===== src/rtl/life_automaton_engine_macros.svh =====
// Assertion macros shared by the life automaton engine RTL.
`ifndef LIFE_AUTOMATON_ENGINE_MACROS_SVH
`define LIFE_AUTOMATON_ENGINE_MACROS_SVH

// Same-cycle implication, sampled on i_clk, off while i_rst_n is low.
`define LAE_ASSERT_IMP(label, ante, cons) \
    label: assert property (@(posedge i_clk) disable iff (!i_rst_n) (ante) |-> (cons)) \
        else $error("lae: same-cycle check failed");

// Next-cycle implication, sampled on i_clk, off while i_rst_n is low.
`define LAE_ASSERT_NXT(label, ante, cons) \
    label: assert property (@(posedge i_clk) disable iff (!i_rst_n) (ante) |=> (cons)) \
        else $error("lae: next-cycle check failed");

`endif


===== src/rtl/lae_pkg.sv =====
// Types and constants of the life automaton engine.
`default_nettype none

package lae_pkg;

    localparam int CMD_W      = 2;
    localparam int COORD_W    = 6;
    localparam int SIDE_REG_W = 7;
    localparam int GEN_W      = 16;
    localparam int CFG_IDX_W  = 2;
    localparam int CNT_W      = 4;

    typedef enum logic [CMD_W-1:0] {
        CMD_WRITE = 2'd0,
        CMD_RUN   = 2'd1,
        CMD_READ  = 2'd2
    } t_cmd;

    localparam logic [CFG_IDX_W-1:0] CFG_ROWS_IN_USE     = 2'd0;
    localparam logic [CFG_IDX_W-1:0] CFG_COLS_IN_USE     = 2'd1;
    localparam logic [CFG_IDX_W-1:0] CFG_MAX_GENERATIONS = 2'd2;

    // live neighbor count that gives birth, and the one that keeps a live cell
    localparam logic [CNT_W-1:0] BIRTH_COUNT = 4'd3;
    localparam logic [CNT_W-1:0] KEEP_COUNT  = 4'd2;

    // 3x3 neighborhood of one cell: the eight ring cells and the center
    typedef struct packed {
        logic [7:0] ring;
        logic       center;
    } t_nbr;

endpackage

`default_nettype wire


===== src/rtl/lae_cell_rule.sv =====
// Neighbor count and life rule for one cell.
`default_nettype none

module lae_cell_rule
    import lae_pkg::*;
(
    input  t_nbr i_nbr,
    output logic o_next
);

    logic [CNT_W-1:0] count;

    always_comb begin
        count = '0;
        for (int i = 0; i < 8; i++) begin
            count = count + CNT_W'(i_nbr.ring[i]);
        end
        o_next = (count == BIRTH_COUNT) || (i_nbr.center && (count == KEEP_COUNT));
    end

endmodule

`default_nettype wire


===== config.mk =====
export PLATFORM = sky130hd
export DESIGN_NAME = lae_cell_rule
export DESIGN_NICKNAME = d
export VERILOG_FILES = /design/src/rtl/life_automaton_engine_macros.svh /design/src/rtl/lae_pkg.sv /design/src/rtl/lae_cell_rule.sv
export SDC_FILE = /design/constraint.sdc
export NUM_CORES = 1
export LEC_CHECK = 0
export CAP_MARGIN = 0
export CORE_AREA = 2 2 39 41
export DETAILED_ROUTE_END_ITERATION = 12
export DIE_AREA = 0 0 41 43
export DONT_BUFFER_PORTS = 1
export GPL_TIMING_DRIVEN = 0
export PLACE_DENSITY = 0.37
export SETUP_SLACK_MARGIN = 0.05
export SLEW_MARGIN = 25
export SYNTH_ARGS = -nofsm -noshare
export SYNTH_HDL_FRONTEND = slang
export SYNTH_SLANG_ARGS = --single-unit
export TNS_END_PERCENT = 1

===== constraint.sdc =====
create_clock -name vclk -period 6.1
set_input_delay 1.22 -clock vclk [all_inputs]
set_output_delay 1.22 -clock vclk [all_outputs]
set_load 0.05 [all_outputs]

---- Yosys cells after proc, flatten, opt, wreduce, memory -nomap -nowiden ----
Index checks and enable logic that the tools add are counted.
storage, ports and cells
  register bits ........................... 0
  input port bits ......................... 9
  output and inout bits ................... 1
  logic and storage cells ................. 11
cells by class
  add/subtract/negate cells ............... 7
  equal/unequal tests ..................... 2
  reduce and logical (&&, ||, !) cells .... 2
operator list
  cell                  number
  $add A4 B1 Y4         4
  $eq A4 B2 Y1 const B  2
  $add A3 B1 Y4         1
  $add A2 B1 Y3         1
  $add A1 B1 Y2         1
  $logic_and A1 B1 Y1   1
  $logic_or A1 B1 Y1    1

---- Longest topological paths before layout ----
  word-level depth ........................ 10
  mapped depth ............................ 9
  gate-level depth less buffers ........... 9

---- Least setup slack after synthesis ----
No wires, ideal clock.
  kind .................................... in2out
  start point ............................. input i_nbr[1] (netlist bit)
  end point ............................... output o_next
  data arrival time ....................... 4317 ps
  required time ........................... 4880 ps
  setup slack ............................. 563 ps
  cell stages on the path ................. 9
  cell sequence ........................... inv_1 -> fa_1 -> fa_1 -> fa_1 -> inv_1 -> ha_1 -> fa_1 -> or2_0 -> a21oi_1
between the ends
  longest elaborated chain between the ends .. 10
  elaborated cells between the ends (all ways) .. 11
  those cells by class .................... 7 x add/sub; 2 x eq/ne; 2 x reduce/logical
ends and longest elaborated chain
  what                            line                 RTL
  from (decl)                     lae_cell_rule.sv:7   input t_nbr i_nbr,
  $add A1 B1 Y2 (*)               lae_cell_rule.sv:16  count = count + CNT_W'(i_nbr.ring[i]);
  $add A2 B1 Y3 (*)               lae_cell_rule.sv:16
  $add A3 B1 Y4 (*)               lae_cell_rule.sv:16
  $add A4 B1 Y4 (*) (4 in a row)  lae_cell_rule.sv:16
  $eq A4 B2 Y1                    lae_cell_rule.sv:18  o_next = (count == BIRTH_COUNT) || (i_nbr.center && (count == KEEP_COUNT));
  $logic_and A1 B1 Y1             lae_cell_rule.sv:18
  $logic_or A1 B1 Y1 (*)          lae_cell_rule.sv:18
  to (decl)                       lae_cell_rule.sv:8   output logic o_next
Mark *: on every way between the ends. The rest lies on a longest branch, timed or not.

---- Worst setup path after layout ----
Ends and elaborated chain as after synthesis.

==> summary.md <==
| Metric | Value |
|---|---|
| Outcome | `finished, final reports clean` |
| Yosys Warn Count | `0` |
| Tot Pwr | `approximately 0.036 mW` |
| Setup TNS Final | `0 ns` |
| Placed Area | `roughly 200 um^2` |
| Num rows | `14` |
| Layout Cells excl Fill | `39` |
| Tmin final | `between 5 and 6 ns` |
| Die extent in y | `43 um` |
| CP delay by family, top | `adder cells` |
| Syn Std Cell Area | `about 190 um^2` |
| Final core occ | `between 10 and 15%` |
| DRC | `0` |
| Wire per inst | `7.13 um` |
| Met3 global-route usage | `0%` |
| Syn_area_per_cell | `slightly above 8 um^2` |
| Pwr dens | `approximately 180 nW/um^2` |
| Vias in the first global route | `between 100 and 150` |
| Via/cell ratio | `around 3.3` |
| Tightest Pin Transition | `around 1.0 ns` |
| CP Max Fanout | `2` |
| Total number of vias | `130` |
| Peak VDD IR | `46.4 uV` |
| CP peak stage delay | `0.82 ns` |
| Die width | `between 40 and 50 um` |
| Layout cells sized above 1 | `0%` |
| WL final | `278 um` |
| Final ANT Viol Nets | `0` |
| Launch point of the worst path | `i_nbr[1]` |
| Worst path cell trace | `inv_1, fa_1, fa_1, fa_1, inv_1, ha_1, fa_1, or2_0, a21oi_1` |
| 1st-iter DRT viols | `0` |
| Grt peak-use layer | `met1` |
| CP Launch Type | `input pin` |
| Crit path kind | `input pin to output port` |
| First-pass GRT wire length | `517 um` |
| Cells after synthesis | `23` |
| Syn Nets | `39` |
| Post-cts sizing count | `0` |
| Pre-CTS WS | `0.442 ns` |
| Filler instances | `164` |
| Diodes inserted | `0` |
| Sequential area share after synthesis | `0%` |
| F_max | `approximately 0.18 GHz` |
| Worst setup EP type | `output port` |
| Design area | `between 200 and 250 um^2` |
| Hold_ws | `between 2 and 3 ns` |
| Setup repair bufs after CTS | `0` |
| Final worst slack | `0.484 ns` |
| Post-CTS Hold Buffers | `0` |
| NumNets Final | `41` |
| Synth cell types | `7` |
| Global-route met2 utilization | `between 5 and 6%` |
| Grt ovf | `0` |
| Dpl cells | `39` |
| Reg area | `0 um^2` |
| Leak | `between 0.1 and 0.15 nW` |
| Area of the die | `1760 um^2` |
| Worst Hold Endpoint | `o_next` |
| Final hold vios | `0` |
| Final Max Slew Viols | `0` |
| Largest net degree at the start of global routing | `3` |
| Clock buffers | `0` |
| Slowest CP cell | `a21oi_1` |
| Total GRT Usage | `slightly below 4%` |
| GRT met1 Usage | `roughly 6.4%` |
| HP Start | `i_nbr[0]` |
| CP Data Arrival Time | `approximately 4.4 ns` |
| Slew HR | `a little under a third` |
| Fin crit share | `a little over 90%` |
| I/O Pins | `10` |
| Starting Density | `about 13%` |
| Min-Delay Path Depth | `2` |
| Final setup vio count | `0` |
| Most used cell, CP | `fa_1` |
| Placer Congestion | `0.550` |
| Pre-antenna DRT Iters | `1` |
| Worst path required time | `about 4.9 ns` |
| Port Buf Inserts | `0` |
| Hold Path Class | `input pin to output port` |
| Placeable core area | `1380 um^2` |
| P&R area growth vs syn | `10.8%` |
| CP bufs+invs | `2` |
| Maxcap violations | `0` |
| Initial antenna violation count | `0` |
| Seq cells | `0` |
| RSZ-0062 raised after global routing | `false` |
==> layout by cell type (no fill, tap or decap), drive strengths merged <==
cell type and n:
a21oi 2, nand3 1, inv 11, ha 3, o21ai 1, or2 1, fa 4
==> report_power, final <==
part / leakage (nW) / total (mW) / switching, mW / internal (mW)
combinational: 0.118 / 0.0364 / 0.0244 / 0.0120
clock: 0 / 0 / 0 / 0
sequential: 0 / 0 / 0 / 0
total: 0.118 / 0.0364 / 0.0244 / 0.0120
==> per-layer routing <==
layer	share of wire [%]	vias up
li1	-	65
met1	49	58
met2	45	7
met3	6.1	0
met4	0	0
met5	0	-
==> worst max path at each step <==
stage / slack, ns / to / cells after the start
2_1_floorplan: 0.56 / o_next / 9
3_3_place_gp: 0.45 / o_next / 9
3_5_place_dp: 0.44 / o_next / 9
4_1_cts: 0.44 / o_next / 9
5_1_grt: 0.32 / o_next / 9
6_report: 0.48 / o_next / 9
==> synth_stat cells <==
cell type | number | area share (%)
fa_1 | 4 | 43
o21ai_0 | 1 | 2.7
ha_1 | 3 | 20
inv_1 | 11 | 22
nand3_1 | 1 | 2.7
a21oi_1 | 2 | 5.4
or2_0 | 1 | 3.4
==> cell families (layout without fill, tap and decap cells) <==
group / count (synthesis) / after routing / share of synthesized area (%)
buffers and inverters: 11 / 11 / 22.3
adders and majority gates: 7 / 7 / 63.5
AOI/OAI and AO/OA: 3 / 3 / 8.11
and+or+nand+nor: 2 / 2 / 6.08
==> final cells by class <==
type               count  area [um^2]  area share [%]
inverters             11         41.3            20.1
well taps             16         20.0            9.76
multi-input cells     12          144            70.1
(Power assumes the default switching activity.)
